### config.mk
export PLATFORM = sky130hd
export DESIGN_NAME = alarm_compare_timer
export DESIGN_NICKNAME = d
export VERILOG_FILES = /design/src/rtl/acmt_pkg.sv /design/src/rtl/acmt_regs.sv /design/src/rtl/acmt_reduce.sv /design/src/rtl/acmt_core.sv /design/src/rtl/alarm_compare_timer.sv
export VERILOG_INCLUDE_DIRS = /design/src /design/src/rtl
export SDC_FILE = /design/constraint.sdc
export NUM_CORES = 2
export LEC_CHECK = 0
export ABC_AREA = 0
export BUFFER_PORTS_ARGS = -buffer_cell sky130_fd_sc_hd__buf_2
export CELL_PAD_IN_SITES_DETAIL_PLACEMENT = 0
export CELL_PAD_IN_SITES_GLOBAL_PLACEMENT = 1
export CORE_AREA = 2 2 294 296
export CTS_CLUSTER_DIAMETER = 120
export DETAILED_ROUTE_END_ITERATION = 8
export DIE_AREA = 0 0 296 298
export PLACE_DENSITY_LB_ADDON = 0.3
export SLEW_MARGIN = 5
export SYNTH_ARGS = -nofsm -noshare
export SYNTH_HDL_FRONTEND = slang
export SYNTH_SLANG_ARGS = --single-unit
### constraint.sdc
create_clock -name clk -period 12.4 [get_ports clk]
set_clock_uncertainty 0.05 [all_clocks]
set_input_delay 1.24 -clock clk [delete_from_list [all_inputs] [get_ports clk]]
set_output_delay 1.24 -clock clk [all_outputs]
set_load 0.01 [all_outputs]
### src/rtl/alarm_compare_timer_macros.svh
// Assertion macros shared by the alarm compare timer RTL.
// Each macro expects signals named clk and rst in the scope where it is used.
`ifndef ALARM_COMPARE_TIMER_MACROS_SVH
`define ALARM_COMPARE_TIMER_MACROS_SVH

`define ACMT_ASSERT_NOW(lbl, ante, cons, msg) \
  lbl: assert property (@(posedge clk) disable iff (rst) (ante) |-> (cons)) else $error(msg);

`define ACMT_ASSERT_NEXT(lbl, ante, cons, msg) \
  lbl: assert property (@(posedge clk) disable iff (rst) (ante) |=> (cons)) else $error(msg);

`endif

### src/rtl/acmt_pkg.sv
// Package for the alarm compare timer: widths, codes and shared structs.
// Used by every module of the block; depends on nothing.
package acmt_pkg;

  localparam int CHANNELS    = 4;
  localparam int COUNT_WIDTH = 32;
  localparam int CH_W        = (CHANNELS > 1) ? $clog2(CHANNELS) : 1;
  localparam int BIT_W       = $clog2(COUNT_WIDTH);
  localparam logic [31:0] COUNT_MASK = 32'((64'd1 << COUNT_WIDTH) - 64'd1);

  localparam logic [1:0] REG_TOP    = 2'd0;
  localparam logic [1:0] REG_GUARD  = 2'd1;
  localparam logic [1:0] REG_DIV    = 2'd2;
  localparam logic [1:0] REG_TOP_EN = 2'd3;

  typedef enum logic [2:0] {
    K_TICK   = 3'd0,
    K_ARM    = 3'd1,
    K_CANCEL = 3'd2,
    K_START  = 3'd3,
    K_STOP   = 3'd4,
    K_WRITE  = 3'd5
  } kind_t;

  typedef enum logic [1:0] {
    ST_OK      = 2'd0,
    ST_INVALID = 2'd1,
    ST_BUSY    = 2'd2,
    ST_LATE    = 2'd3
  } status_t;

  typedef struct packed {
    logic [COUNT_WIDTH-1:0] top;
    logic [31:0]            guard;
    logic [15:0]            div;
    logic                   top_en;
    logic                   top_wr;
  } cfg_t;

  typedef struct packed {
    logic                   valid;
    logic [COUNT_WIDTH-1:0] value;
  } red_t;

endpackage

### src/rtl/acmt_regs.sv
// Configuration register file of the alarm compare timer, on an APB-style port.
// Depends on acmt_pkg; presents the effective settings to the rest of the block.
module acmt_regs (
  input  logic                clk,
  input  logic                rst,
  input  logic                psel,
  input  logic                penable,
  input  logic                pwrite,
  input  logic [3:0]          paddr,
  input  logic [31:0]         pwdata,
  output logic [31:0]         prdata,
  output logic                pready,
  output acmt_pkg::cfg_t      cfg
);
  import acmt_pkg::*;

  logic [31:0] top_value;
  logic [31:0] guard_ticks;
  logic [15:0] prescale_divider;
  logic        top_event_enable;
  logic        top_wr;
  logic        wr;

  assign pready = 1'b1;
  assign wr     = psel && penable && pwrite;

  always_ff @(posedge clk) begin
    if (rst) begin
      top_value        <= 32'hFFFF_FFFF;
      guard_ticks      <= '0;
      prescale_divider <= '0;
      top_event_enable <= 1'b0;
      top_wr           <= 1'b0;
    end else begin
      top_wr <= 1'b0;
      if (wr) begin
        case (paddr[3:2])
          REG_TOP: begin
            top_value <= pwdata;
            top_wr    <= 1'b1;
          end
          REG_GUARD:  guard_ticks      <= pwdata;
          REG_DIV:    prescale_divider <= pwdata[15:0];
          REG_TOP_EN: top_event_enable <= pwdata[0];
          default: ;
        endcase
      end
    end
  end

  always_comb begin
    case (paddr[3:2])
      REG_TOP:    prdata = top_value;
      REG_GUARD:  prdata = guard_ticks;
      REG_DIV:    prdata = {16'd0, prescale_divider};
      REG_TOP_EN: prdata = {31'd0, top_event_enable};
      default:    prdata = '0;
    endcase
  end

  assign cfg.top    = (top_value > COUNT_MASK) ? COUNT_MASK[COUNT_WIDTH-1:0]
                                               : top_value[COUNT_WIDTH-1:0];
  assign cfg.guard  = guard_ticks;
  assign cfg.div    = prescale_divider;
  assign cfg.top_en = top_event_enable;
  assign cfg.top_wr = top_wr;

endmodule

### src/rtl/acmt_reduce.sv
// Bit-serial remainder unit: count modulo (top + 1), one dividend bit a cycle.
// Depends on acmt_pkg; restarts whenever the count or the top value is rewritten.
module acmt_reduce (
  input  logic                          clk,
  input  logic                          rst,
  input  logic [acmt_pkg::COUNT_WIDTH-1:0] count,
  input  logic [acmt_pkg::COUNT_WIDTH-1:0] top,
  input  logic                          inval,
  output acmt_pkg::red_t                red
);
  import acmt_pkg::*;

  logic                   active;
  logic                   done;
  logic [BIT_W-1:0]       idx;
  logic [COUNT_WIDTH:0]   rem;
  logic [COUNT_WIDTH:0]   modulus;
  logic [COUNT_WIDTH+1:0] cand;
  logic [COUNT_WIDTH+1:0] diff;
  logic [COUNT_WIDTH:0]   rem_next;
  logic                   need;

  assign modulus = {1'b0, top} + {{COUNT_WIDTH{1'b0}}, 1'b1};
  assign need    = count > top;
  assign cand    = {rem, count[idx]};
  assign diff    = cand - {1'b0, modulus};
  assign rem_next = diff[COUNT_WIDTH+1] ? cand[COUNT_WIDTH:0] : diff[COUNT_WIDTH:0];

  always_ff @(posedge clk) begin
    if (rst) begin
      active <= 1'b0;
      done   <= 1'b0;
      idx    <= '0;
    end else if (inval) begin
      active <= 1'b0;
      done   <= 1'b0;
    end else if (active) begin
      idx <= idx - BIT_W'(1);
      if (idx == '0) begin
        active <= 1'b0;
        done   <= 1'b1;
      end
    end else if (!done && need) begin
      active <= 1'b1;
      idx    <= BIT_W'(COUNT_WIDTH - 1);
    end
  end

  // The remainder is held once complete, for as long as the stalled item waits.
  always_ff @(posedge clk) begin
    if (active) begin
      rem <= rem_next;
    end else if (!done) begin
      rem <= '0;
    end
  end

  assign red.valid = done;
  assign red.value = rem[COUNT_WIDTH-1:0];

endmodule

### src/rtl/acmt_core.sv
// Timer state, input register, single-pass item logic and result register.
// Depends on acmt_pkg, the configuration struct and the remainder unit's result.
module acmt_core (
  input  logic                             clk,
  input  logic                             rst,
  input  acmt_pkg::cfg_t                   cfg,
  input  acmt_pkg::red_t                   red,
  output logic [acmt_pkg::COUNT_WIDTH-1:0] count,
  output logic                             count_wr,
  input  logic                             in_valid,
  output logic                             in_ready,
  input  logic [2:0]                       kind,
  input  logic [1:0]                       channel,
  input  logic [31:0]                      value,
  input  logic                             absolute,
  input  logic                             expire_when_late,
  output logic                             out_valid,
  input  logic                             out_ready,
  output logic [1:0]                       status,
  output logic [31:0]                      count_now,
  output logic [3:0]                       alarm_fired,
  output logic                             top_event
);
  import acmt_pkg::*;

  localparam int CW = COUNT_WIDTH;

  logic          s1_valid;
  logic [2:0]    s1_kind;
  logic [1:0]    s1_ch;
  logic [31:0]   s1_value;
  logic          s1_abs;
  logic          s1_expire;
  logic          s1_adv;
  logic          red_ok;

  logic [15:0]          prescale_count;
  logic                 running;
  logic [CHANNELS-1:0]  armed;
  logic [CW-1:0]        match_value [CHANNELS];

  logic [CW-1:0]        count_next;
  logic [15:0]          prescale_count_next;
  logic                 running_next;
  logic [CHANNELS-1:0]  armed_next;
  logic                 cmp_we;
  logic [CW-1:0]        cmp_wdata;
  status_t              status_c;
  logic [3:0]           fired_c;
  logic                 top_c;

  logic [CW-1:0]        st_count;
  status_t              st_status;
  logic [3:0]           st_fired;
  logic                 st_top;

  logic [CH_W-1:0]      ch_idx;
  logic [CW-1:0]        cr;
  logic [CW:0]          modulus;
  logic [CW:0]          sum;
  logic [CW:0]          placed;
  logic [CW-1:0]        valc;
  logic [CW-1:0]        valp;
  logic [CW-1:0]        vm1;
  logic [CW:0]          diff_w;
  logic [CW-1:0]        diff;
  logic [CW-1:0]        half;
  logic                 short_rel;
  logic [CW-1:0]        limit;
  logic                 fire_late;

  assign red_ok   = (count <= cfg.top) || red.valid;
  assign s1_adv   = s1_valid && (!out_valid || out_ready) && red_ok;
  assign in_ready = !s1_valid || s1_adv;
  assign count_wr = s1_adv && (s1_kind == K_WRITE);

  always_ff @(posedge clk) begin
    if (rst) begin
      s1_valid <= 1'b0;
    end else if (in_valid && in_ready) begin
      s1_valid <= 1'b1;
    end else if (s1_adv) begin
      s1_valid <= 1'b0;
    end
  end

  always_ff @(posedge clk) begin
    if (in_valid && in_ready) begin
      s1_kind   <= kind;
      s1_ch     <= channel;
      s1_value  <= value;
      s1_abs    <= absolute;
      s1_expire <= expire_when_late;
    end
  end

  // Arm placement and late detection, all in modulo (top + 1) arithmetic.
  // For a relative alarm the distance ahead reduces to the requested ticks less one.
  assign ch_idx    = s1_ch[CH_W-1:0];
  assign cr        = (count > cfg.top) ? red.value : count;
  assign modulus   = {1'b0, cfg.top} + {{CW{1'b0}}, 1'b1};
  assign valc      = s1_value[CW-1:0];
  assign sum       = {1'b0, cr} + {1'b0, valc};
  assign placed    = (sum >= modulus) ? (sum - modulus) : sum;
  assign valp      = s1_abs ? valc : placed[CW-1:0];
  assign vm1       = (valc == '0) ? cfg.top : (valc - CW'(1));
  assign diff_w    = (vm1 >= cr) ? {1'b0, vm1 - cr}
                                 : ({1'b0, vm1} + modulus - {1'b0, cr});
  assign diff      = s1_abs ? diff_w[CW-1:0] : vm1;
  assign half      = cfg.top >> 1;
  assign short_rel = valc < half;
  assign fire_late = s1_abs ? s1_expire : short_rel;

  always_comb begin
    if (s1_abs) begin
      limit = ({{(32-CW){1'b0}}, cfg.top} <= cfg.guard) ? '0
                                                         : (cfg.top - cfg.guard[CW-1:0]);
    end else begin
      limit = short_rel ? half : cfg.top;
    end
  end

  always_comb begin
    count_next          = count;
    prescale_count_next = prescale_count;
    running_next        = running;
    armed_next          = armed;
    cmp_we              = 1'b0;
    cmp_wdata           = valp;
    status_c            = ST_OK;
    fired_c             = '0;
    top_c               = 1'b0;
    case (kind_t'(s1_kind))
      K_TICK: begin
        if (running) begin
          if (prescale_count >= cfg.div) begin
            prescale_count_next = '0;
            if (count >= cfg.top) begin
              count_next = '0;
              top_c      = cfg.top_en;
            end else begin
              count_next = count + CW'(1);
            end
            for (int i = 0; i < CHANNELS; i++) begin
              if (armed[i] && (match_value[i] == count_next)) begin
                armed_next[i] = 1'b0;
                fired_c[i]    = 1'b1;
              end
            end
          end else begin
            prescale_count_next = prescale_count + 16'd1;
          end
        end
      end
      K_ARM: begin
        if ((int'(s1_ch) >= CHANNELS) || (s1_value > {{(32-CW){1'b0}}, cfg.top})) begin
          status_c = ST_INVALID;
        end else if (armed[ch_idx]) begin
          status_c = ST_BUSY;
        end else begin
          cmp_we = 1'b1;
          if (diff > limit) begin
            armed_next[ch_idx] = 1'b0;
            fired_c[ch_idx]    = fire_late;
            status_c           = s1_abs ? ST_LATE : ST_OK;
          end else begin
            armed_next[ch_idx] = 1'b1;
          end
        end
      end
      K_CANCEL: begin
        if (int'(s1_ch) < CHANNELS) begin
          armed_next[ch_idx] = 1'b0;
        end
      end
      K_START: running_next = 1'b1;
      K_STOP:  running_next = 1'b0;
      K_WRITE: count_next = valc;
      default: ;
    endcase
  end

  always_ff @(posedge clk) begin
    if (rst) begin
      count          <= '0;
      prescale_count <= '0;
      running        <= 1'b0;
      armed          <= '0;
    end else if (s1_adv) begin
      count          <= count_next;
      prescale_count <= prescale_count_next;
      running        <= running_next;
      armed          <= armed_next;
    end
  end

  always_ff @(posedge clk) begin
    if (rst) begin
      for (int i = 0; i < CHANNELS; i++) begin
        match_value[i] <= '0;
      end
    end else if (s1_adv && cmp_we) begin
      match_value[ch_idx] <= cmp_wdata;
    end
  end

  always_ff @(posedge clk) begin
    if (rst) begin
      out_valid <= 1'b0;
    end else if (s1_adv) begin
      out_valid <= 1'b1;
    end else if (out_ready) begin
      out_valid <= 1'b0;
    end
  end

  always_ff @(posedge clk) begin
    if (s1_adv) begin
      st_count  <= count_next;
      st_status <= status_c;
      st_fired  <= fired_c;
      st_top    <= top_c;
    end
  end

  assign status      = st_status;
  assign count_now   = 32'(st_count);
  assign alarm_fired = st_fired;
  assign top_event   = st_top;

  `include "alarm_compare_timer_macros.svh"

  `ACMT_ASSERT_NEXT(a_status_only_on_arm, s1_adv && (s1_kind != K_ARM), st_status == ST_OK, "non-arm status")
  `ACMT_ASSERT_NEXT(a_fired_disarmed, s1_adv, (armed & st_fired[CHANNELS-1:0]) == '0, "fired but armed")
  `ACMT_ASSERT_NOW(a_wrap_count_zero, out_valid && st_top, st_count == '0, "top event, count not zero")
  `ACMT_ASSERT_NOW(a_no_advance_unreduced, !red_ok, !s1_adv, "item taken before reduction")

endmodule

### src/rtl/alarm_compare_timer.sv
// Alarm compare timer. One item per cycle while the result is taken and no reduction is pending.
// Items pass an input register and the single-pass timer logic into a result register.
// After a count write above top, or a top write with the count above top, the input stalls
// while the bit-serial remainder unit reduces the count.
// Synchronous active-high reset: count, prescaler and alarms clear, timer stopped,
// registers to their reset values.
module alarm_compare_timer (
  input  logic        clk,
  input  logic        rst,
  input  logic        psel,
  input  logic        penable,
  input  logic        pwrite,
  input  logic [3:0]  paddr,
  input  logic [31:0] pwdata,
  output logic [31:0] prdata,
  output logic        pready,
  input  logic        in_valid,
  output logic        in_ready,
  input  logic [2:0]  kind,
  input  logic [1:0]  channel,
  input  logic [31:0] value,
  input  logic        absolute,
  input  logic        expire_when_late,
  output logic        out_valid,
  input  logic        out_ready,
  output logic [1:0]  status,
  output logic [31:0] count_now,
  output logic [3:0]  alarm_fired,
  output logic        top_event
);
  import acmt_pkg::*;

  cfg_t                   cfg;
  red_t                   red;
  logic [COUNT_WIDTH-1:0] count;
  logic                   count_wr;

  acmt_regs u_regs (
    .clk     (clk),
    .rst     (rst),
    .psel    (psel),
    .penable (penable),
    .pwrite  (pwrite),
    .paddr   (paddr),
    .pwdata  (pwdata),
    .prdata  (prdata),
    .pready  (pready),
    .cfg     (cfg)
  );

  acmt_reduce u_reduce (
    .clk   (clk),
    .rst   (rst),
    .count (count),
    .top   (cfg.top),
    .inval (count_wr || cfg.top_wr),
    .red   (red)
  );

  acmt_core u_core (
    .clk              (clk),
    .rst              (rst),
    .cfg              (cfg),
    .red              (red),
    .count            (count),
    .count_wr         (count_wr),
    .in_valid         (in_valid),
    .in_ready         (in_ready),
    .kind             (kind),
    .channel          (channel),
    .value            (value),
    .absolute         (absolute),
    .expire_when_late (expire_when_late),
    .out_valid        (out_valid),
    .out_ready        (out_ready),
    .status           (status),
    .count_now        (count_now),
    .alarm_fired      (alarm_fired),
    .top_event        (top_event)
  );

endmodule
==> results by group <==
Status
  • Outcome: finished, final reports clean

Logic synthesis
  • Yosys top cell by area: edfxtp_1
  • Distinct cells, synth: 98
  • Ys Warns: 0
  • Post-Synthesis Cells: 4334
  • Synth area leaders: edfxtp_1, ha_1, dfxtp_1
  • #FFs+latches synth: 383
  • Mapped Area: 36300 µm²
  • Number of flops mapped to enable cells by yosys: 239
  • Syn_nets: approximately 4800
  • Async S/R FF share, synth: 0
  • Main synth FF type: edfxtp_1
  • Sequential share of the synthesized area: 0.277
  • Avg Inst Size Synth: 8.37 µm²
  • Yosys top cell area share: 0.198

Power
  • Comb pwr share: 0.380
  • P_leak: 0.0168 µW
  • Peak supply drop: 0.116 mV
  • Internal Power: 3060 µW
  • Clk pwr share: 0.320
  • Sw Pwr: between 1500 and 2000 µW
  • Seq pwr share: 0.300
  • Pwr dens: 121 nW/µm²
  • Net Sw Frac: 0.373

Clock tree
  • H-tree Lvls: 2
  • Clk sinks: around 380
  • Clock tree buffer depth: 3
  • Post-CTS resize count: 0
  • Hold buffer count at cts: 0
  • Worst skew pair latency: 0.62 ns
  • Clock-pin slew on the worst setup and hold paths: 0.06 ns
  • Root buffer cell: clkbuf_16
  • Setup bufs post-CTS: 0
  • CTS Buf Count: 46
  • CTS tree: yes

Timing
  • Final Hold Violating Endpoints: 0
  • Final setup fails: 0
  • Final worst setup slack: 1.45 ns
  • Slew Viols, Final: 0
  • Final Cycle Share: 0.883
  • Slew at the pin closest to its max-slew limit: 1.23 ns
  • Clock period minus worst slack: 10.95 ns
  • RSZ-0062 raised after global routing: no
  • Slew headroom: 0.171
  • Setup_tns: 0 ns
  • Fmax: 91.3 MHz

Global route
  • Antenna violations before repair: 9
  • Total GRT Usage: 0.319
  • Met1 Usage GRT: 0.461
  • Largest net degree at the start of global routing: 95
  • Met2 Use GR: 0.477
  • Number of global-route vias before repair: 31231
  • Met3 usage: 0.0627
  • Grt total ovfl: 0
  • First-pass GRT wire length: roughly 210000 µm
  • GR peak layer: met2

Detailed routing
  • Initial DRC Count: 4318
  • Drt pass-1 iters: 6
  • Residual DRC count: 0
  • DR vias/cell: roughly 6.2
  • Routed length per instance: roughly 26 µm
  • Drt total wl: 144000 µm
  • Routed vias: roughly 35000
  • Detail Route Antenna Nets: 0

Die
  • Core area: between 80000 and 90000 µm²
  • Die height: between 200 and 300 µm
  • I/O pin count: 156
  • # rows: around 110
  • Initial Utilization: 0.427
  • Die ar.: 88200 µm²
  • Die W: 296 µm

Layout
  • Multi-input gate area in the final layout: 24400 µm²
  • # fillers: 8371
  • Area growth, synth to finish: 10.8%
  • Nets: 4898
  • Share of layout cells above drive strength 1: 0.0950
  • FF/Latch Area: 10100 µm²

Setup path
  • CP endpoint kind: register
  • CP required: around 13 ns
  • Critical path's top delay family: compound AO/OA/AOI/OAI gates
  • Crit path kind: reg2reg
  • R2r setup slk: 1.45 ns
  • Crit path DAT: about 11 ns
  • Worst Setup Start Kind: register
  • Largest stage delay, worst path: 0.81 ns
  • CP Max Fanout: 25
  • Buf/Inv on CP: 4
  • Slowest-stage cell, CP: a221oi_1

Placement
  • Gpl congestion: between 0.9 and 1
  • DP Wirelength: roughly 110000 µm
  • Pre-CTS WS: between 1.5 and 2 ns
  • Number of I/O port buffers: 152

Job
  • Max-capacitance violation count: 0

Min path
  • Worst hold-check path type: reg2reg
-- routing by layer --
metal	part of all wire	up-vias
met5	0.00055	-
met4	0.033	6
met3	0.10	252
met2	0.43	1641
met1	0.44	16590
li1	-	16081
-- worst paths after layout --
path                          startpoint                      to  cells past startpoint
setup reg to reg    u_regs.top_value[30]   u_core.alarm_fired[2]                     34
hold reg to reg   u_regs.guard_ticks[23]  u_regs.guard_ticks[23]                      2
hold / removal    u_regs.guard_ticks[23]  u_regs.guard_ticks[23]                      2
setup / recovery    u_regs.top_value[30]   u_core.alarm_fired[2]                     34
-- state kept, by name, indices dropped and copies added, names as in the netlist, 2 cells and up --
signal and cells:
u_core.count 32, u_core.prescale_count 16, u_core.alarm_fired 4, u_core.ch_idx 2
u_core.s1_value 32, u_core.s1_kind 3, u_regs.guard_ticks 32, u_regs.prescale_divider 16
u_reduce.idx 5, u_core.count_now 32, u_core.match_value 128, u_core.status 2
u_reduce.rem 33, u_core.armed 4, u_regs.top_value 32
-- placed cells by master, fill, tap and decap left out, types with 122 or more instances in the layout --
cell type and count:
nand2_1 437, nor2_1 397, a21oi_1 356, ha_1 343, inv_1 290, edfxtp_1 239, o21ai_0 226, xnor2_1 195
buf_2 152, dfxtp_1 144, a21o_1 122
-- power groups by stage --
stage | Combinational (µW) | Clock (µW) | Sequential [µW]
after floorplan | 1310 | 0 | 1460
after global placement | 1800 | 0 | 1480
after detailed placement | 1810 | 0 | 1480
after CTS | 1820 | 1580 | 1460
after global routing | 2030 | 1620 | 1460
final | 1850 | 1560 | 1460
-- synthesized netlist by cell type, drive strengths merged, types with 12 or more instances --
| library cell | count |
|---|---|
| nand2 | 437 |
| nor2 | 398 |
| a21oi | 357 |
| ha | 343 |
| inv | 293 |
| edfxtp | 239 |
| o21ai | 230 |
| xnor2 | 196 |
| clkbuf | 144 |
| dfxtp | 144 |
| a21o | 122 |
| xor2 | 114 |
| mux2i | 109 |
| nor3 | 84 |
| nand3 | 76 |
| nand4 | 76 |
| o211ai | 76 |
| a31oi | 57 |
| nor2b | 56 |
| buf | 50 |
| nand2b | 45 |
| nor4 | 41 |
| o21a | 37 |
| fa | 36 |
| mux2 | 36 |
| a211oi | 35 |
| and3 | 35 |
| o21bai | 33 |
| and2 | 28 |
| a221o | 25 |
| o211a | 22 |
| and4 | 20 |
| o22ai | 20 |
| o32ai | 20 |
| or3 | 20 |
| nor4b | 19 |
| o31ai | 19 |
| a211o | 16 |
| o31a | 13 |
| a21boi | 12 |
| mux4 | 12 |
| nand3b | 12 |
| o221ai | 12 |
| or4 | 12 |
-- cell families (layout without fill, tap and decap cells) --
logic type / count (synthesis) / count (layout) / share of synthesized area
AOI/OAI and AO/OA: 1222 / 1222 / 0.222
xor gates and xnor gates: 315 / 315 / 0.0780
adders and majority gates: 379 / 379 / 0.138
buffers and inverters: 487 / 627 / 0.0520
DFF: 383 / 383 / 0.277
muxes: 157 / 157 / 0.0488
other: 1 / 2 / 0.000103
and+or+nand+nor: 1390 / 1390 / 0.184
-- layout make-up --
type                       instances  area share
antenna                            1   0.0000623
clock buffer                      59      0.0312
clock inverter                    26      0.0111
inverter                         293      0.0274
multi-input combinational       3464       0.607
sequential                       383       0.251
tap                             1144      0.0356
timing repair buffer             249      0.0371
-- worst reg2reg max path, delay by kind of cell (launching register included) --
kind | cells | cell delay [ns]
AO/OA/AOI/OAI | 14 | 4.21
XOR/XNOR | 1 | 0.13
adder cells (fa/ha/maj) | 4 | 1.63
buffers and inverters | 4 | 1.03
flip-flops | 1 | 0.67
multiplexers | 1 | 0.47
AND/OR/NAND/NOR | 10 | 2.62
-- stage by stage --
stage                     hold WS (ns)  std cells  total power (µW)  area, µm²   util
after floorplan                  0.399       4334              2770      36300      -
after global placement           0.408       5533              3290      38500  0.453
after detailed placement         0.415       5533              3290      38500  0.453
after CTS                        0.422       5618              4850      40200  0.473
after global routing             0.437       5618              5110      40200  0.473
final                            0.422       5619              4880      40200  0.473
No activity file was read; power rests on OpenSTA's default activity.
